===== config.mk =====
export PLATFORM = sky130hd
export DESIGN_NAME = itmh_ctrl
export DESIGN_NICKNAME = d
export VERILOG_FILES = /design/src/sv/itmh_pkg.sv /design/src/sv/itmh_ctrl.sv
export SDC_FILE = /design/constraint.sdc
export NUM_CORES = 1
export LEC_CHECK = 0
export ABC_CLOCK_PERIOD_IN_PS = 1400
export BUFFER_PORTS_ARGS = -buffer_cell sky130_fd_sc_hd__buf_4
export CAP_MARGIN = 20
export CORE_UTILIZATION = 43
export DETAILED_ROUTE_END_ITERATION = 6
export PLACE_DENSITY = 0.81
export SYNTH_ARGS = -nofsm -noshare
export SYNTH_HDL_FRONTEND = slang
export SYNTH_SLANG_ARGS = --single-unit

===== constraint.sdc =====
create_clock -name clock -period 1.4 [get_ports clock]
set_input_delay 0.07 -clock clock [delete_from_list [all_inputs] [get_ports clock]]
set_output_delay 0.07 -clock clock [all_outputs]
set_load 0.01 [all_outputs]

===== src/sv/itmh_pkg.sv =====
`timescale 1ns / 1ps
`default_nettype none
// ----------------------------------------------------------------------------
// Indexed timer min-heap package
// Shared codes, command and status types for the timer heap block.
// ----------------------------------------------------------------------------
package itmh_pkg;

   localparam int HANDLE_W   = 6;
   localparam int DEADLINE_W = 48;
   localparam int SIZE_W     = 7;

   localparam logic [1:0] REQ_ADD    = 2'd0;
   localparam logic [1:0] REQ_CANCEL = 2'd1;
   localparam logic [1:0] REQ_FIRE   = 2'd2;

   localparam logic [1:0] KIND_ADD    = 2'd0;
   localparam logic [1:0] KIND_CANCEL = 2'd1;
   localparam logic [1:0] KIND_FIRED  = 2'd2;
   localparam logic [1:0] KIND_NONE   = 2'd3;

   typedef enum logic [4:0] {
      OP_IDLE,
      OP_LOAD,
      OP_ADD,
      OP_CAN,
      OP_CAN_POS,
      OP_CAN_LAST,
      OP_FIRE,
      OP_FIRE_RT,
      OP_FIRE_LAST,
      OP_UP_RD,
      OP_UP_CMP,
      OP_DN_L,
      OP_DN_R,
      OP_DN_CMP,
      OP_DN_MV,
      OP_DN_END,
      OP_EMIT_RD,
      OP_EMIT
   } op_type;

   typedef struct packed {
      op_type op;
   } cmd_type;

   typedef struct packed {
      logic [1:0] rtype;
      logic       add_ok;
      logic       found;
      logic       pos_last;
      logic       cnt_zero;
      logic       cnt_one;
      logic       root_due;
      logic       hole_zero;
      logic       up_less;
      logic       l_in;
      logic       best_sel;
      logic       moved;
      logic       out_free;
      logic       fire_more;
   } status_type;

endpackage
`default_nettype wire


===== src/sv/itmh_ctrl.sv =====
`timescale 1ns / 1ps
`default_nettype none
// ----------------------------------------------------------------------------
// Timer heap controller
// Sequences add, cancel and fire requests through sift steps and result output.
// ----------------------------------------------------------------------------
module itmh_ctrl
   import itmh_pkg::*;
(
   input  wire logic       clock,
   input  wire logic       reset,
   input  wire logic       req_valid,
   output logic            req_ready,
   input  wire status_type st,
   output cmd_type         cmd
);

   typedef enum logic [4:0] {
      S_IDLE, S_DISP, S_ADD, S_CAN, S_CAN_POS, S_CAN_LAST, S_FIRE, S_FIRE_RT,
      S_FIRE_LAST, S_UP_RD, S_UP_CMP, S_DN_L, S_DN_R, S_DN_CMP, S_DN_MV,
      S_DN_END, S_EMIT_RD, S_EMIT
   } state_type;

   state_type state_ff, state_in;

   always_comb begin
      state_in = state_ff;
      cmd.op   = OP_IDLE;
      case (state_ff)
         S_IDLE: begin
            cmd.op = OP_LOAD;
            if (req_valid) state_in = S_DISP;
         end
         S_DISP: begin
            case (st.rtype)
               REQ_ADD:    state_in = S_ADD;
               REQ_CANCEL: state_in = S_CAN;
               REQ_FIRE:   state_in = S_FIRE;
               default:    state_in = S_IDLE;
            endcase
         end
         S_ADD: begin
            cmd.op   = OP_ADD;
            state_in = st.add_ok ? S_UP_RD : S_EMIT_RD;
         end
         S_CAN: begin
            cmd.op   = OP_CAN;
            state_in = st.found ? S_CAN_POS : S_EMIT_RD;
         end
         S_CAN_POS: begin
            cmd.op   = OP_CAN_POS;
            state_in = st.pos_last ? S_EMIT_RD : S_CAN_LAST;
         end
         S_CAN_LAST: begin
            cmd.op   = OP_CAN_LAST;
            state_in = S_DN_L;
         end
         S_FIRE: begin
            cmd.op   = OP_FIRE;
            state_in = st.cnt_zero ? S_EMIT_RD : S_FIRE_RT;
         end
         S_FIRE_RT: begin
            cmd.op   = OP_FIRE_RT;
            state_in = (!st.root_due || st.cnt_one) ? S_EMIT_RD : S_FIRE_LAST;
         end
         S_FIRE_LAST: begin
            cmd.op   = OP_FIRE_LAST;
            state_in = S_DN_L;
         end
         S_UP_RD: begin
            cmd.op   = OP_UP_RD;
            state_in = st.hole_zero ? S_EMIT_RD : S_UP_CMP;
         end
         S_UP_CMP: begin
            cmd.op   = OP_UP_CMP;
            state_in = st.up_less ? S_UP_RD : S_EMIT_RD;
         end
         S_DN_L: begin
            cmd.op   = OP_DN_L;
            state_in = st.l_in ? S_DN_R : S_DN_END;
         end
         S_DN_R: begin
            cmd.op   = OP_DN_R;
            state_in = S_DN_CMP;
         end
         S_DN_CMP: begin
            cmd.op   = OP_DN_CMP;
            state_in = S_DN_MV;
         end
         S_DN_MV: begin
            cmd.op   = OP_DN_MV;
            state_in = st.best_sel ? S_DN_L : S_DN_END;
         end
         S_DN_END: begin
            // An element that never moved down may still have to move up.
            cmd.op   = OP_DN_END;
            state_in = st.moved ? S_EMIT_RD : S_UP_RD;
         end
         S_EMIT_RD: begin
            cmd.op   = OP_EMIT_RD;
            state_in = S_EMIT;
         end
         S_EMIT: begin
            cmd.op = OP_EMIT;
            if (st.out_free) state_in = st.fire_more ? S_FIRE : S_IDLE;
         end
         default: state_in = S_IDLE;
      endcase
   end

   always_ff @(posedge clock) begin
      if (reset) begin
         state_ff <= S_IDLE;
      end else begin
         state_ff <= state_in;
      end
   end

   assign req_ready = (state_ff == S_IDLE);

endmodule
`default_nettype wire


# Word-level counts from Yosys, hierarchy flattened
# Index checks and enable logic that the tools add are counted.
[totals]
out_inout_bits = 6
inputBits = 18
regBits = 5
wordCells = 44
[op_classes]
muxes = 16
eq_ne = 21
reduce_logical = 6
[ops]
columns = ["operator", "n"]
rows = [
  ["one-hot mux 5 bit (17 select lines)", 2],
  ["2-to-1 mux 5 bit", 10],
  ["== test 5 x 4 -> 1 bit (second input constant)", 8],
  ["== test 5 x 3 -> 1 bit (second input constant)", 4],
  ["== test 5 x 2 -> 1 bit (second input constant)", 2],
  ["== test 5 bit (second input constant)", 2],
  ["one-hot mux 3 bit (3 select lines)", 1],
  ["2-to-1 mux 3 bit", 2],
  ["== test 5 x 1 -> 1 bit (second input constant)", 1],
  ["logical NOT 5 bit", 1],
  ["!= test 2 bit (second input constant)", 2],
  ["== test 2 x 1 -> 1 bit (second input constant)", 1],
  ["== test 2 bit (second input constant)", 1],
  ["logical NOT 2 bit", 1],
  ["2-to-1 mux 2 bit", 1],
  ["AND reduction 2 bit", 1],
  ["OR reduction 2 bit", 1],
  ["logical NOT 1 bit", 1],
  ["logical OR 1 bit", 1],
]

# Depth between registers and ports, before layout
[depth]
word_depth = 4
depth_mapped = 6
ltp_nobuf = 4

# Worst setup path before layout
# No wires, ideal clock.
[synth_path]
path_kind = "reg2reg"
from = "register state_ff[0]"
to = "register state_ff[2]"
stages_incl_launch_ff = 6
setup_slack_ns = 0.058
setup_ns = 0.074
n_path_buf = 1
required_time_ns = 1.326
t_arrival_ns = 1.268
synth_period_minus_slack_ns = 1.342
path_cell_list = "dfxtp_1 buf_6 or4b_1 a31oi_1 o21bai_1 a31oi_1"
[synth_between]
elab_chain_cells = 3
elab_cells_between_ends = 23
cone_classes = "eq/ne (19); mux (1); reduce/logical (3)"
[synth_lines]
columns = ["item", "line_no", "rtl"]
rows = [
  ["start, declared", "itmh_ctrl.sv:24", "state_type state_ff, state_in;"],
  ["start signal, assigned", "itmh_ctrl.sv:115", "state_ff <= state_in;"],
  ["== test 5 x 4 -> 1 bit (tied with other cells)", "itmh_ctrl.sv:29", "case (state_ff)"],
  ["OR reduction 2 bit (no line) or != test 2 bit (tied branches)", "--", ""],
  ["one-hot mux 5 bit (17 select lines) or AND reduction 2 bit (tied branches)", "--", ""],
]
# Several ways; a longest one is shown, not always the timed one.
# A chain may end at the register's enable or synchronous reset.

# Final worst setup path
[layout_path]
from = "register state_ff[1]"
to = "register state_ff[1]"
# The elaborated chain is that of the path after synthesis.

==> results.yml <==
setup_path:
  crit_fanout: 4
  wp_data_arrival_ns: 1.55
  timing.critical_path.required_ns: 1.52
  cp-end-kind: "flip-flop"
  path_class: "flip-flop to flip-flop"
  worstSetupStartpointType: "flip-flop"
synthesis:
  synth.lib_cells_used.distinct: 38
  post_synth_instance_area_um2: 671.9
  synthFlopType: "sky130_fd_sc_hd__dfxtp_1"
  synth-seq-cells: 5
  number_of_flops_mapped_to_enable_cells_by_yosys: 0
  synth-warning-count: 0
  synthesis.area_per_instance_um2: 7.148
  ys_seq_area_share_pct: 14.90
  ys_async_sr_fraction_pct: 0
  synth_nets: 112
  post_synthesis_cell_count: 94
power:
  pwr_density_cell_nw_per_um2: 1787
  cellLeakagePower_nw: 0.4511
  vdd_ir_drop_max_mv: 1.285
global_route:
  maximum_number_of_pins_on_one_net_before_global_route_repair: 17
  first_global_vias: 818
  antenna_found_initial: 0
  grtUsageMet3_pct: 2.174
  grt_overflow_total: 0
  first_pass_grt_wire_length_mm: 3.719
  groute.usage.overall_pct: 27.04
  groute.layer.met2.usage_pct: 45.63
  grt_util_met1_pct: 35.45
  globalRoute.busiestLayer: "met2"
cells_and_area:
  insertedDiodeCount: 0
  reg.largest.list: "state_ff x5"
  layout_commonest_cell: "sky130_fd_sc_hd__buf_4"
  most-common-layout-cells: "sky130_fd_sc_hd__buf_4, sky130_fd_sc_hd__nand2_1, sky130_fd_sc_hd__nand2b_1"
  syn2layout_area_growth_pct: 63.87
  post_route_cells_drive_above_1_share_pct: 49.24
  largest-register: "state_ff"
  largest_register_ffs: 5
  final_cell_count_no_fill: 147
  layout.nets: 151
timing:
  timing.final.max_slew_violations: 0
  tightestPinTransition_ns: 0.2976
  grt_setup_unrepaired: "yes"
  timing.final.ws_setup_ns: -0.03472
  finClkSkew_ns: 0.004467
  max_clock_freq_ghz: 0.6970
  timing_hold_violations_final: 0
  period_share_pct: 102.5
  finalWorstPathRequiredPeriod_ns: 1.435
  setup-tns-final_ns: -0.06206
  timing.slew.headroom_pct: 79.98
  report.final.setup_viol: 3
clocking:
  worstSkewPairLatency_ns: 0.25
  numCtsBuffers: 3
  tritoncts_clock_tree: "built"
  clock-root-buffer: "sky130_fd_sc_hd__clkbuf_4"
  cts-htree-levels: 1
  tritoncts_num_sinks: 5
  cts.path.max_buffers: 2
  number_of_buffers_added_to_fix_hold_violations_after_cts: 0
  post_cts_clock_slew_at_the_launch_and_capture_registers_of_the_worst_setup_and_hold_paths_ns: 0.05
drt:
  drcViolationCount: 0
  wirelength_mm: 2.611
  post_drt_via_cell_ratio: 6.626
  drt_iter0_drc: 40
  drt_first_pass_iters: 4
  dr_total_vias: 974
  residual_antenna_violating_net_count_after_detailed_routing: 0
  routedWlPerCell_um: 17.76
placement:
  place_congestion: 0.8744
  dp_hpwl_mm: 1.584
  placement.io_buffers: 23
  placed_cells: 139
job:
  max-cap-violations: 0
floorplan:
  die_height_um: 41.53
  io_pins: 24
  start_util_pct: 48.60
  rows: 13
  floorplan.die.width_um: 41.53
  coreArea_um2: 1383
  die_footprint_um2: 1725
status:
  failed_checks: "setup timing"
  status: "complete, but fails checks"
min_path:
  hold_removal_path_class: "input pin to flip-flop"
-- per-layer routing --
metal / wire length, µm / share of wire [%]
met3: 222 / 8.5
met4: 119 / 4.6
met2: 1219 / 47
met5: 0 / 0
met1: 1049 / 40
-- stage by stage --
stage	cell area (µm²)	power, mW	worst slack, ns	hold slack (ns)	util [%]
final	1101	1.967	-0.03472	0.02358	79.64
after floorplan	671.9	0.9991	0.05782	0.1394	-
after global placement	934.6	1.449	0.04071	0.2773	67.60
after CTS	968.4	1.667	-0.007679	0.01308	70.05
after detailed placement	934.6	1.475	-0.0009344	0.2788	67.60
after global routing	1101	2.095	-0.1263	0.02883	79.64
-- where the power goes --
group	leakage [nW]	switching, mW	internal (mW)	total (mW)
logic	0.393	0.753	0.769	1.52
clock network	0.0150	0.0674	0.108	0.176
registers	0.0431	0.0668	0.203	0.269
-- worst paths after layout --
| kind | slack, ns | cells past startpoint | end | startpoint |
|---|---|---|---|---|
| hold / removal | 0.02 | 2 | state_ff[3] | reset |
| hold reg to reg | 0.74 | 3 | state_ff[3] | state_ff[4] |
| setup reg to reg | -0.03 | 7 | state_ff[1] | state_ff[1] |
| setup / recovery | -0.03 | 7 | state_ff[1] | state_ff[1] |
-- critical path, cell delays in order (launching register included) --
cell and delay, ns:
sky130_fd_sc_hd__dfxtp_4 0.36, sky130_fd_sc_hd__buf_8 0.13, sky130_fd_sc_hd__buf_4 0.13, sky130_fd_sc_hd__buf_4 0.13, sky130_fd_sc_hd__xnor2_1 0.15, sky130_fd_sc_hd__nor2_1 0.08, sky130_fd_sc_hd__a211oi_2 0.21, sky130_fd_sc_hd__a31oi_1 0.11
-- Yosys cell counts (2+ instances only) --
library cell | number | share of area, %
sky130_fd_sc_hd__nor3_1 | 3 | 2.2
sky130_fd_sc_hd__xnor2_1 | 2 | 2.6
sky130_fd_sc_hd__nand3_1 | 2 | 1.5
sky130_fd_sc_hd__a211o_1 | 3 | 3.9
sky130_fd_sc_hd__o21ai_0 | 2 | 1.5
sky130_fd_sc_hd__nor4_1 | 4 | 3.7
sky130_fd_sc_hd__mux2i_1 | 2 | 3.0
sky130_fd_sc_hd__a211oi_1 | 3 | 3.4
sky130_fd_sc_hd__a31oi_1 | 7 | 6.5
sky130_fd_sc_hd__nand2b_1 | 7 | 6.5
sky130_fd_sc_hd__nor2_1 | 4 | 2.2
sky130_fd_sc_hd__or4b_1 | 2 | 3.0
sky130_fd_sc_hd__buf_2 | 6 | 4.5
sky130_fd_sc_hd__nand2_1 | 8 | 4.5
sky130_fd_sc_hd__a21oi_1 | 2 | 1.5
sky130_fd_sc_hd__nor2b_1 | 5 | 4.7
sky130_fd_sc_hd__nor4b_1 | 2 | 2.6
sky130_fd_sc_hd__clkbuf_1 | 2 | 1.1
sky130_fd_sc_hd__inv_1 | 2 | 1.1
sky130_fd_sc_hd__dfxtp_1 | 5 | 15
sky130_fd_sc_hd__nand3b_1 | 3 | 3.4
sky130_fd_sc_hd__o22ai_1 | 2 | 1.9
-- logic make-up after synthesis --
logic type	synth area share, %
AND/OR/NAND/NOR	40.04
AO/OA/AOI/OAI	29.42
buffers and inverters	8.381
flip-flops	14.90
multiplexers	4.655
XOR/XNOR	2.608
-- final cells by class --
class / count / area [µm²]
multi-input combinational: 78 / 593.1
inverter: 2 / 7.507
fill: 95 / 281.5
timing repair buffer: 43 / 345.3
clock buffer: 4 / 26.28
tap: 15 / 18.77
sequential: 5 / 110.1
-- repair_timing --
action,in CTS,in global routing
setup buffers,0,5
gates resized for setup,6,24
pin swaps,0,11
setup endpoints to repair,4,7
No activity file was read; power rests on OpenSTA's default activity.
