--- src/sv/itmh_pkg.sv ---
`timescale 1ns / 1ps
`default_nettype none
// ----------------------------------------------------------------------------
// Indexed timer min-heap package
// Shared codes, command and status types for the timer heap block.
// ----------------------------------------------------------------------------
package itmh_pkg;

   localparam int HANDLE_W   = 6;
   localparam int DEADLINE_W = 48;
   localparam int SIZE_W     = 7;

   localparam logic [1:0] REQ_ADD    = 2'd0;
   localparam logic [1:0] REQ_CANCEL = 2'd1;
   localparam logic [1:0] REQ_FIRE   = 2'd2;

   localparam logic [1:0] KIND_ADD    = 2'd0;
   localparam logic [1:0] KIND_CANCEL = 2'd1;
   localparam logic [1:0] KIND_FIRED  = 2'd2;
   localparam logic [1:0] KIND_NONE   = 2'd3;

   typedef enum logic [4:0] {
      OP_IDLE,
      OP_LOAD,
      OP_ADD,
      OP_CAN,
      OP_CAN_POS,
      OP_CAN_LAST,
      OP_FIRE,
      OP_FIRE_RT,
      OP_FIRE_LAST,
      OP_UP_RD,
      OP_UP_CMP,
      OP_DN_L,
      OP_DN_R,
      OP_DN_CMP,
      OP_DN_MV,
      OP_DN_END,
      OP_EMIT_RD,
      OP_EMIT
   } op_type;

   typedef struct packed {
      op_type op;
   } cmd_type;

   typedef struct packed {
      logic [1:0] rtype;
      logic       add_ok;
      logic       found;
      logic       pos_last;
      logic       cnt_zero;
      logic       cnt_one;
      logic       root_due;
      logic       hole_zero;
      logic       up_less;
      logic       l_in;
      logic       best_sel;
      logic       moved;
      logic       out_free;
      logic       fire_more;
   } status_type;

endpackage
`default_nettype wire

--- src/sv/itmh_ram.sv ---
`timescale 1ns / 1ps
`default_nettype none
// ----------------------------------------------------------------------------
// Generic RAM
// One write port and one read port with registered read data.
// ----------------------------------------------------------------------------
module itmh_ram #(
   parameter int WIDTH = 8,
   parameter int DEPTH = 64
) (
   input  wire logic                     clock,
   input  wire logic                     we,
   input  wire logic [$clog2(DEPTH)-1:0] wa,
   input  wire logic [WIDTH-1:0]         wd,
   input  wire logic                     re,
   input  wire logic [$clog2(DEPTH)-1:0] ra,
   output logic      [WIDTH-1:0]         rd
);

   logic [WIDTH-1:0] mem [DEPTH];
   logic [WIDTH-1:0] rd_ff;

   always_ff @(posedge clock) begin
      if (we) begin
         mem[wa] <= wd;
      end
      if (re) begin
         rd_ff <= mem[ra];
      end
   end

   assign rd = rd_ff;

endmodule
`default_nettype wire

--- src/sv/itmh_dpath.sv ---
`timescale 1ns / 1ps
`default_nettype none
// ----------------------------------------------------------------------------
// Timer heap datapath
// Heap slot and position memories, the sifting element and the result register.
// ----------------------------------------------------------------------------
module itmh_dpath
   import itmh_pkg::*;
#(
   parameter int CAPACITY    = 64,
   parameter int NUM_HANDLES = 64,
   parameter int TIME_BITS   = 48
) (
   input  wire logic                  clock,
   input  wire logic                  reset,
   input  wire cmd_type               cmd,
   output status_type                 st,
   input  wire logic                  req_valid,
   input  wire logic [1:0]            req_type,
   input  wire logic [HANDLE_W-1:0]   req_handle,
   input  wire logic [DEADLINE_W-1:0] req_deadline,
   input  wire logic [DEADLINE_W-1:0] req_now_time,
   output logic                       rsp_valid,
   input  wire logic                  rsp_ready,
   output logic [1:0]                 rsp_kind,
   output logic [HANDLE_W-1:0]        rsp_out_handle,
   output logic                       rsp_accepted,
   output logic                       rsp_became_earliest,
   output logic [DEADLINE_W-1:0]      rsp_earliest_deadline,
   output logic                       rsp_nonempty,
   output logic [SIZE_W-1:0]          rsp_queue_size,
   output logic                       rsp_last
);

   localparam int SW = $clog2(CAPACITY);
   localparam int PW = $clog2(CAPACITY + 1);
   localparam int HW = $clog2(NUM_HANDLES);
   localparam int EW = HANDLE_W + TIME_BITS;

   logic [1:0]            rtype_ff, rtype_in;
   logic [HANDLE_W-1:0]   rh_ff, rh_in;
   logic [TIME_BITS-1:0]  rdl_ff, rdl_in;
   logic [TIME_BITS-1:0]  now_ff, now_in;
   logic [PW-1:0]         cnt_ff, cnt_in;
   logic [SW-1:0]         hole_ff, hole_in;
   logic [HANDLE_W-1:0]   eh_ff, eh_in;
   logic [TIME_BITS-1:0]  ed_ff, ed_in;
   logic [HANDLE_W-1:0]   bh_ff, bh_in;
   logic [TIME_BITS-1:0]  bd_ff, bd_in;
   logic [SW-1:0]         bidx_ff, bidx_in;
   logic                  bsel_ff, bsel_in;
   logic                  rrd_ff, rrd_in;
   logic                  moved_ff, moved_in;
   logic [1:0]            kind_ff, kind_in;
   logic [HANDLE_W-1:0]   resh_ff, resh_in;
   logic                  acc_ff, acc_in;
   logic                  early_ff, early_in;
   logic                  valid_ff [NUM_HANDLES];
   logic                  valid_in [NUM_HANDLES];

   logic                  ov_ff, ov_in;
   logic [1:0]            okind_ff, okind_in;
   logic [HANDLE_W-1:0]   oh_ff, oh_in;
   logic                  oacc_ff, oacc_in;
   logic                  oearly_ff, oearly_in;
   logic [DEADLINE_W-1:0] odl_ff, odl_in;
   logic                  one_ff, one_in;
   logic [SIZE_W-1:0]     osz_ff, osz_in;
   logic                  olast_ff, olast_in;

   logic                  s_we, s_re;
   logic [SW-1:0]         s_wa, s_ra;
   logic [EW-1:0]         s_wd, s_rd;
   logic                  p_we, p_re;
   logic [HW-1:0]         p_wa, p_ra;
   logic [SW-1:0]         p_wd, p_rd;

   logic [HANDLE_W-1:0]   rd_h;
   logic [TIME_BITS-1:0]  rd_d;
   logic [HW-1:0]         hidx;
   logic                  h_ok;
   logic [SW+1:0]         l_w, r_w;
   logic                  r_in;
   logic [SW-1:0]         parent;
   logic [SW-1:0]         last_slot;

   itmh_ram #(.WIDTH(EW), .DEPTH(CAPACITY)) u_slot_ram (
      .clock(clock), .we(s_we), .wa(s_wa), .wd(s_wd),
      .re(s_re), .ra(s_ra), .rd(s_rd)
   );

   itmh_ram #(.WIDTH(SW), .DEPTH(NUM_HANDLES)) u_pos_ram (
      .clock(clock), .we(p_we), .wa(p_wa), .wd(p_wd),
      .re(p_re), .ra(p_ra), .rd(p_rd)
   );

   assign rd_h      = s_rd[EW-1:TIME_BITS];
   assign rd_d      = s_rd[TIME_BITS-1:0];
   assign hidx      = HW'(rh_ff);
   assign h_ok      = (32'(rh_ff) < 32'(NUM_HANDLES));
   assign l_w       = {1'b0, hole_ff, 1'b1};
   assign r_w       = l_w + 1'b1;
   assign r_in      = (r_w < (SW+2)'(cnt_ff));
   assign parent    = (hole_ff - 1'b1) >> 1;
   assign last_slot = SW'(cnt_ff - 1'b1);

   always_comb begin
      st.rtype     = rtype_ff;
      st.add_ok    = h_ok && (cnt_ff < PW'(CAPACITY)) && !valid_ff[hidx];
      st.found     = h_ok && valid_ff[hidx];
      st.pos_last  = (p_rd == last_slot);
      st.cnt_zero  = (cnt_ff == '0);
      st.cnt_one   = (cnt_ff == PW'(1));
      st.root_due  = (rd_d <= now_ff);
      st.hole_zero = (hole_ff == '0);
      st.up_less   = (ed_ff < rd_d);
      st.l_in      = (l_w < (SW+2)'(cnt_ff));
      st.best_sel  = bsel_ff;
      st.moved     = moved_ff;
      st.out_free  = !ov_ff || rsp_ready;
      st.fire_more = (kind_ff == KIND_FIRED) && (cnt_ff != '0) && (rd_d <= now_ff);
   end

   always_comb begin
      rtype_in = rtype_ff;  rh_in = rh_ff;  rdl_in = rdl_ff;  now_in = now_ff;
      cnt_in = cnt_ff;  hole_in = hole_ff;  eh_in = eh_ff;  ed_in = ed_ff;
      bh_in = bh_ff;  bd_in = bd_ff;  bidx_in = bidx_ff;  bsel_in = bsel_ff;
      rrd_in = rrd_ff;  moved_in = moved_ff;  kind_in = kind_ff;
      resh_in = resh_ff;  acc_in = acc_ff;  early_in = early_ff;
      valid_in = valid_ff;
      ov_in = ov_ff;  okind_in = okind_ff;  oh_in = oh_ff;  oacc_in = oacc_ff;
      oearly_in = oearly_ff;  odl_in = odl_ff;  one_in = one_ff;
      osz_in = osz_ff;  olast_in = olast_ff;
      s_we = 1'b0;  s_wa = hole_ff;  s_wd = {eh_ff, ed_ff};
      s_re = 1'b0;  s_ra = '0;
      p_we = 1'b0;  p_wa = HW'(eh_ff);  p_wd = hole_ff;
      p_re = 1'b0;  p_ra = hidx;

      if (ov_ff && rsp_ready) ov_in = 1'b0;

      case (cmd.op)
         OP_LOAD: begin
            if (req_valid) begin
               rtype_in = req_type;
               rh_in    = req_handle;
               rdl_in   = TIME_BITS'(req_deadline);
               now_in   = TIME_BITS'(req_now_time);
            end
         end
         OP_ADD: begin
            kind_in  = KIND_ADD;
            resh_in  = rh_ff;
            acc_in   = st.add_ok;
            early_in = 1'b0;
            if (st.add_ok) begin
               eh_in          = rh_ff;
               ed_in          = rdl_ff;
               hole_in        = SW'(cnt_ff);
               cnt_in         = cnt_ff + 1'b1;
               valid_in[hidx] = 1'b1;
            end
         end
         OP_CAN: begin
            kind_in  = KIND_CANCEL;
            resh_in  = rh_ff;
            acc_in   = st.found;
            early_in = 1'b0;
            p_re     = st.found;
         end
         OP_CAN_POS: begin
            hole_in        = p_rd;
            cnt_in         = cnt_ff - 1'b1;
            valid_in[hidx] = 1'b0;
            if (!st.pos_last) begin
               s_re = 1'b1;
               s_ra = last_slot;
            end
         end
         OP_CAN_LAST, OP_FIRE_LAST: begin
            // The last entry refills the freed slot and sifts from there.
            eh_in    = rd_h;
            ed_in    = rd_d;
            moved_in = 1'b0;
            if (cmd.op == OP_FIRE_LAST) hole_in = '0;
         end
         OP_FIRE: begin
            acc_in   = 1'b0;
            early_in = 1'b0;
            if (st.cnt_zero) begin
               kind_in = KIND_NONE;
               resh_in = '0;
            end else begin
               s_re = 1'b1;
               s_ra = '0;
            end
         end
         OP_FIRE_RT: begin
            if (st.root_due) begin
               kind_in              = KIND_FIRED;
               resh_in              = rd_h;
               cnt_in               = cnt_ff - 1'b1;
               valid_in[HW'(rd_h)]  = 1'b0;
               if (!st.cnt_one) begin
                  s_re = 1'b1;
                  s_ra = last_slot;
               end
            end else begin
               kind_in = KIND_NONE;
               resh_in = '0;
            end
         end
         OP_UP_RD: begin
            if (st.hole_zero) begin
               s_we     = 1'b1;
               p_we     = 1'b1;
               early_in = (kind_ff == KIND_ADD);
            end else begin
               s_re = 1'b1;
               s_ra = parent;
            end
         end
         OP_UP_CMP: begin
            s_we = 1'b1;
            p_we = 1'b1;
            if (st.up_less) begin
               s_wd    = s_rd;
               p_wa    = HW'(rd_h);
               hole_in = parent;
            end
         end
         OP_DN_L: begin
            if (st.l_in) begin
               s_re = 1'b1;
               s_ra = SW'(l_w);
            end
         end
         OP_DN_R: begin
            if (rd_d < ed_ff) begin
               bh_in   = rd_h;
               bd_in   = rd_d;
               bidx_in = SW'(l_w);
               bsel_in = 1'b1;
            end else begin
               bsel_in = 1'b0;
            end
            rrd_in = r_in;
            if (r_in) begin
               s_re = 1'b1;
               s_ra = SW'(r_w);
            end
         end
         OP_DN_CMP: begin
            if (rrd_ff && (rd_d < (bsel_ff ? bd_ff : ed_ff))) begin
               bh_in   = rd_h;
               bd_in   = rd_d;
               bidx_in = SW'(r_w);
               bsel_in = 1'b1;
            end
         end
         OP_DN_MV: begin
            if (bsel_ff) begin
               s_we     = 1'b1;
               s_wd     = {bh_ff, bd_ff};
               p_we     = 1'b1;
               p_wa     = HW'(bh_ff);
               hole_in  = bidx_ff;
               moved_in = 1'b1;
            end
         end
         OP_DN_END: begin
            s_we = moved_ff;
            p_we = moved_ff;
         end
         OP_EMIT_RD: begin
            s_re = 1'b1;
            s_ra = '0;
         end
         OP_EMIT: begin
            if (st.out_free) begin
               ov_in     = 1'b1;
               okind_in  = kind_ff;
               oh_in     = resh_ff;
               oacc_in   = acc_ff;
               oearly_in = early_ff;
               odl_in    = (cnt_ff != '0) ? DEADLINE_W'(rd_d) : '1;
               one_in    = (cnt_ff != '0);
               osz_in    = SIZE_W'(cnt_ff);
               olast_in  = !st.fire_more;
            end
         end
         default: ;
      endcase
   end

   always_ff @(posedge clock) begin
      rtype_ff <= rtype_in;  rh_ff <= rh_in;  rdl_ff <= rdl_in;  now_ff <= now_in;
      hole_ff <= hole_in;  eh_ff <= eh_in;  ed_ff <= ed_in;
      bh_ff <= bh_in;  bd_ff <= bd_in;  bidx_ff <= bidx_in;  bsel_ff <= bsel_in;
      rrd_ff <= rrd_in;  moved_ff <= moved_in;  kind_ff <= kind_in;
      resh_ff <= resh_in;  acc_ff <= acc_in;  early_ff <= early_in;
      okind_ff <= okind_in;  oh_ff <= oh_in;  oacc_ff <= oacc_in;
      oearly_ff <= oearly_in;  odl_ff <= odl_in;  one_ff <= one_in;
      osz_ff <= osz_in;  olast_ff <= olast_in;
      if (reset) begin
         cnt_ff <= '0;
         ov_ff  <= 1'b0;
         for (int i = 0; i < NUM_HANDLES; i++) valid_ff[i] <= 1'b0;
      end else begin
         cnt_ff   <= cnt_in;
         ov_ff    <= ov_in;
         valid_ff <= valid_in;
      end
   end

   assign rsp_valid             = ov_ff;
   assign rsp_kind              = okind_ff;
   assign rsp_out_handle        = oh_ff;
   assign rsp_accepted          = oacc_ff;
   assign rsp_became_earliest   = oearly_ff;
   assign rsp_earliest_deadline = odl_ff;
   assign rsp_nonempty          = one_ff;
   assign rsp_queue_size        = osz_ff;
   assign rsp_last              = olast_ff;

endmodule
`default_nettype wire

--- config.mk ---
export PLATFORM = sky130hd
export DESIGN_NAME = itmh_dpath
export DESIGN_NICKNAME = d
export VERILOG_FILES = /design/src/sv/itmh_pkg.sv /design/src/sv/itmh_ram.sv /design/src/sv/itmh_dpath.sv
export SDC_FILE = /design/constraint.sdc
export NUM_CORES = 2
export LEC_CHECK = 0
export BUFFER_PORTS_ARGS = -buffer_cell sky130_fd_sc_hd__buf_2
export CAP_MARGIN = 20
export CELL_PAD_IN_SITES_DETAIL_PLACEMENT = 0
export CELL_PAD_IN_SITES_GLOBAL_PLACEMENT = 1
export CORE_UTILIZATION = 35
export CTS_CLUSTER_SIZE = 12
export DETAILED_ROUTE_END_ITERATION = 8
export PLACE_DENSITY = 0.63
export SKIP_CTS_REPAIR_TIMING = 1
export SYNTH_ARGS = -nofsm -noshare
export SYNTH_HDL_FRONTEND = slang
export SYNTH_SLANG_ARGS = --single-unit
--- constraint.sdc ---
create_clock -name clock -period 7.81 [get_ports clock]
set_clock_uncertainty 0.1 [all_clocks]
set_input_delay 1.1715 -clock clock [delete_from_list [all_inputs] [get_ports clock]]
set_output_delay 1.1715 -clock clock [all_outputs]
set_load 0.1 [all_outputs]
Word-level counts from Yosys, hierarchy flattened
Memory sizes are Yosys's and may differ from the RTL's. A register that Yosys moved wholly into a read port is not among the register bits.
Index checks and enable logic that the tools add are counted.
Storage, ports and cells
  register bits: 376
  bits in writable memories: 3840
  memories kept: 2
Cells by class
  $add $sub $neg: 4
  order comparisons: 11
  equal/unequal tests: 29
  muxes and demuxes: 76
  bitwise gates (word level): 7
  reductions and logical operators: 38
Memories
  u_slot_ram.mem: words 64, width 54, read ports 1, clocked after Yosys merged registers in 1, write ports 1, line itmh_ram.sv:20  | logic [WIDTH-1:0] mem [DEPTH];
  u_pos_ram.mem: words 64, width 6, read ports 1, clocked after Yosys merged registers in 1, write ports 1, line itmh_ram.sv:20
Operator list (count)
  $mux W48: 4
  $pmux W48 S2: 2
  $pmux W64 S3: 1
  $lt A48 B48 Y1: 3
  $and A64 B64 Y64: 2
  $mux W64: 2
  $not A64 Y64: 2
  $mux W54: 2
  $mux W6: 18
  $pmux W54 S2: 1
  $or A64 B64 Y64: 1
  $pmux W6 S5: 2
  $le A48 B48 Y1: 1
  $pmux W6 S2: 4
  $eq A5 B4 Y1 const B: 8
  $mux W1: 24
  $pmux W7 S3: 1
  $eq A5 B3 Y1 const B: 4
  $ne A2 B2 Y1 const B: 9
  $pmux W6 S3: 1
  $reduce_and A2 Y1: 8
  $ge A7 B7 Y1 const B: 2
  $lt A7 B1 Y1 const B: 2
  $mux W7: 2
  other kinds (38): 59

Depth between registers and ports, before layout
  depth after elaboration: 9
  mapped depth: 22
  depth with buffers taken out: 17

Cells and area by module
From an unflattened synthesis, not the netlist that was laid out.
Second synthesis, totals
  cells, all modules: 8174
  area total of the unflattened synthesis: 169391.2 µm²
By module, submodules not included
  itmh_ram (u_slot_ram): instances 1, cells an instance 5494, area an instance 132687.3 µm², sequential area each 105401.1 µm²
  itmh_dpath: instances 1, cells an instance 1951, area an instance 21438.1 µm², sequential area each 10570.1 µm²
  itmh_ram (u_pos_ram): instances 1, cells an instance 729, area an instance 15265.9 µm², sequential area each 11711.2 µm²

Worst setup path before layout
Ideal clock, no wire load.
  path type: flip-flop to flip-flop
  start point: reg rh_ff[2] (netlist: hidx[2])
  end point: reg ed_ff[0], enable pin
  setup time: 0.546 ns
  arrival time: 7.153 ns
  path slack: 0.011 ns
  cell stages (with the launch flop): 8
  cell sequence: edfxtp_1 -> clkbuf_1 -> and4b_1 -> nor4_1 -> a31oi_1 -> a2111oi_0 -> nand4_1 -> o31ai_1
RTL lines
  start: declaration: line itmh_dpath.sv:41  | logic [HANDLE_W-1:0] rh_ff, rh_in;
  start signal: assignment: line itmh_dpath.sv:296  | rtype_ff <= rtype_in; rh_ff <= rh_in; rdl_ff <= rdl_in; now_ff <= now_in;
  end signal: assignment: line itmh_dpath.sv:297  | hole_ff <= hole_in; eh_ff <= eh_in; ed_ff <= ed_in;
  end: declaration: line itmh_dpath.sv:47  | logic [TIME_BITS-1:0] ed_ff, ed_in;

Worst setup path in the final report
  start point: reg u_slot_ram.rd_ff[25] (netlist: u_slot_ram.rd[25]) (read register of u_slot_ram.mem)
  end point: reg u_slot_ram.rd_ff[12] (netlist: u_slot_ram.rd[12]) (read register of u_slot_ram.mem) (data pin)
Between the ends
  word-level cells in the longest chain between the ends: 3
  elaborated cells on any way between the ends: 5
  classes of those cells: order compare: 1; mux: 4
Ends and longest elaborated chain
  start: declaration: line itmh_ram.sv:21  | logic [WIDTH-1:0] rd_ff;
  $le A48 B48 Y1 (*): line itmh_dpath.sv:114  | st.root_due = (rd_d <= now_ff);
  $mux W1 or $mux W6 (tied branches): line itmh_dpath.sv:198  | if (st.root_due) begin
  $pmux W1 S7 or $pmux W6 S5 (tied branches): line itmh_dpath.sv:141  | case (cmd.op)
Every way passes the cells marked *; elsewhere a longest branch is shown, timed or not.
A chain may end at the register's enable or synchronous reset.

==> results.md <==
- DR WL/cell: 32.8 microns
- Commonest non-fill, non-tap cell in the layout: edfxtp_1
- Crit-path max cell delay: 0.98 ns
- Die width: ~700 microns
- Syn Area/Cell: 15.3 sq um
- Post-synth EDFFs: 4204
- Fin cells: 18400
- FF+latch area: 128000 sq um
- Worst-path maximum fanout: 51
- Final worst setup slack: 0.0345 ns
- Register bit total from synthesis: 4276
- Core Area: ~480000 sq um
- Area growth, synth to finish: 15.2%
- Crit Reg-Reg Endpoint: u_slot_ram.rd[12]$_DFFE_PP_
- P per Cell Area: ~240 nW/um^2
- Period utilisation layout: 0.996
- Gpl congestion: 0.869
- Worst hold start: req_deadline[13]
- Htree depth: 5
- Max-slew headroom: 0.188
- Final Setup Violations: 0
- IO buf count: 195
- Post-Syn Nets: 11400
- Inst Count DP: 17600
- Largest net degree at the start of global routing: 106
- Crit path max-delay family: compound AO/OA/AOI/OAI gates
- Mapped Cells: 11200
- Nets: 11900
- RSZ-0062 raised after global routing: no
- CTS Sinks: 4276
- CP required: 8.45 ns
- Worst setup SP type: register
- Die area: 490000 sq um
- Final core utilization: 0.406
- Synth Warn #: 0
- Die height: roughly 700 microns
- Worst-Margin Slew: 1.21 ns
- Max_cap viols: 0
- Drt pass-1 iters: 6
- Hold path depth: 1
- Commonest non-fill, non-tap cells in the layout: edfxtp_1 (4204), nand2_1 (1858), a21oi_1 (571)
- Outcome: completed
- Placed Area: around 180000 sq um
- CTS buffer count: 437
- Total global routing overflow: 0
- Share of post-route cells with drive strength above 1: 0.142
- Worst path cell trace: ha_1 > nand4_1 > nor2_1 > a221oi_1 > a31oi_1 > or3_1 > o311ai_4 > buf_12 > nand2_4 > buf_4 > a21oi_1 > a2111oi_0 > nor3_1 > a211oi_1 > a31oi_2
- Worst slack, placed: 0.181 ns
- Setup slack, reg-to-reg: 0.03 ns
- Post-route ant nets: 0
- I/O pin total: 196
- Fin crit period: 7.78 ns
- Asr flop ratio synth: 0
- Register area share after synthesis: 0.749
- Post-Route WL: 602000 microns
- Leak: 0.0626 uW
- Max-slew violations: 0
- First DRT Iteration DRCs: approximately 15000
- CTS tree: done
- Endpoints failing hold: 0
- Vias: 109000
- CP arrival: around 8.4 ns
- Main synth FF type: edfxtp_1
- # fillers: 43900
- Cell area after layout: 196000 sq um
- Hold Crit Endpoint: rdl_ff[13]$_DFFE_PP_
- Gr usage total: 0.237
- Global-route wire length before repair: 825000 microns
- Worst r2r path cells: 15
- Drt drc: 0
- Vias in the first global route: between 100k and 150k
- Row cnt: 255
- Clk root buf: clkbuf_16
- Initial antenna violation count: 28
- Fmax: between 0.1 and 0.15 GHz
- Max IR drop VDD: 0.183 mV
- Mapped cell area: approximately 170000 sq um
- R2r startpoint: u_slot_ram.rd[25]$_DFFE_PP_
- Slowest CP cell: o311ai_4
- Hold/Removal Path Class: in2reg
- CP Class: reg2reg
- Unique masters post-synth: 93
- Worst path buffer plus inverter count: 2
- Initial Util: 0.352
- Post-DP HPWL: 348000 microns
- Detail-routed via count per cell: about 5.9
- Worst-path clk slew: 0.06 ns
- Clk Latency, worst-skew pair: between 1 and 1.5 ns
- CTS Buffer Depth: 4
- Worst setup EP type: register
- Multi-input logic area: 40300 sq um
==> report_power, final <==
group	switching, uW	internal, uW	total [uW]
registers	98.8	25200	25300
logic	1770	737	2500
clock network	8870	11000	19800
==> cells by family (layout without fill, tap and decap cells) <==
group,after synthesis,after routing,share of synthesized area
XOR/XNOR,28,28,0.00173
AND/OR/NAND/NOR,3194,3194,0.0819
AO/OA/AOI/OAI,1915,1915,0.0780
flip-flops,4276,4276,0.749
adder cells (fa/ha/maj),161,161,0.0118
multiplexers,754,754,0.0563
other,0,11,0
buffers and inverters,832,1603,0.0210
==> worst max-delay path by stage <==
stage,from,cells after the start,to
floorplan,hidx[2]$_DFFE_PP_,7,ed_ff[0]$_DFFE_PP_
global placement,u_slot_ram.rd[25]$_DFFE_PP_,15,u_slot_ram.rd[46]$_DFFE_PP_
detailed placement,u_slot_ram.rd[25]$_DFFE_PP_,17,u_slot_ram.rd[5]$_DFFE_PP_
CTS,u_slot_ram.rd[25]$_DFFE_PP_,15,u_slot_ram.rd[12]$_DFFE_PP_
global route,u_slot_ram.rd[26]$_DFFE_PP_,15,u_slot_ram.rd[12]$_DFFE_PP_
finish,u_slot_ram.rd[25]$_DFFE_PP_,15,u_slot_ram.rd[12]$_DFFE_PP_
==> sequential cells by signal, indices dropped and copies added (netlist names), 48 cells and up <==
| signal | count |
|---|---|
| rsp_earliest_deadline | 48 |
| u_slot_ram.mem | 3456 |
| u_pos_ram.mem | 384 |
| bd_ff | 48 |
| rdl_ff | 48 |
| now_ff | 48 |
| ed_ff | 48 |
| valid_ff | 64 |
| u_slot_ram.rd | 54 |
==> layer usage <==
metal / share of wire / global-route usage / vias up
li1: - / - / 44400
met1: 0.41 / 0.334 / 56400
met2: 0.45 / 0.370 / 6619
met3: 0.11 / 0.0474 / 1055
met4: 0.036 / 0.0772 / 8
met5: 0.000091 / 0 / -
==> synthesized netlist by cell type, types with 120 or more instances <==
master | number | area share
buf_2 | 146 | 0.0043
nand4_1 | 128 | 0.0047
a2111oi_0 | 128 | 0.0066
nand3_1 | 572 | 0.017
o21ai_0 | 165 | 0.0048
inv_1 | 122 | 0.0027
edfxtp_1 | 4204 | 0.74
a21oi_1 | 578 | 0.017
mux4_2 | 158 | 0.021
a22oi_1 | 177 | 0.0078
nor3_1 | 120 | 0.0035
ha_1 | 161 | 0.012
nand2_1 | 1866 | 0.041
nor2_1 | 271 | 0.0060
clkbuf_1 | 427 | 0.0094
mux2i_1 | 542 | 0.032
==> through the flow <==
step | hold WS, ns | setup TNS [ns] | power [uW]
after global placement | 0.312 | -0.963 | 28200
final | 0.186 | 0 | 47600
after detailed placement | 0.313 | 0 | 28200
after CTS | 0.103 | 0 | 47800
after floorplan | 0.300 | 0 | 27000
after global routing | 0.155 | 0 | 48700
==> final cells by class <==
type,count,area share
sequential,4276,0.650
multi-input combinational,6052,0.205
clock buffer,555,0.0582
tap,6425,0.0409
timing repair buffer,746,0.0342
clock inverter,175,0.00857
inverter,127,0.00243
antenna,11,0.000140
(Power assumes the default switching activity.)
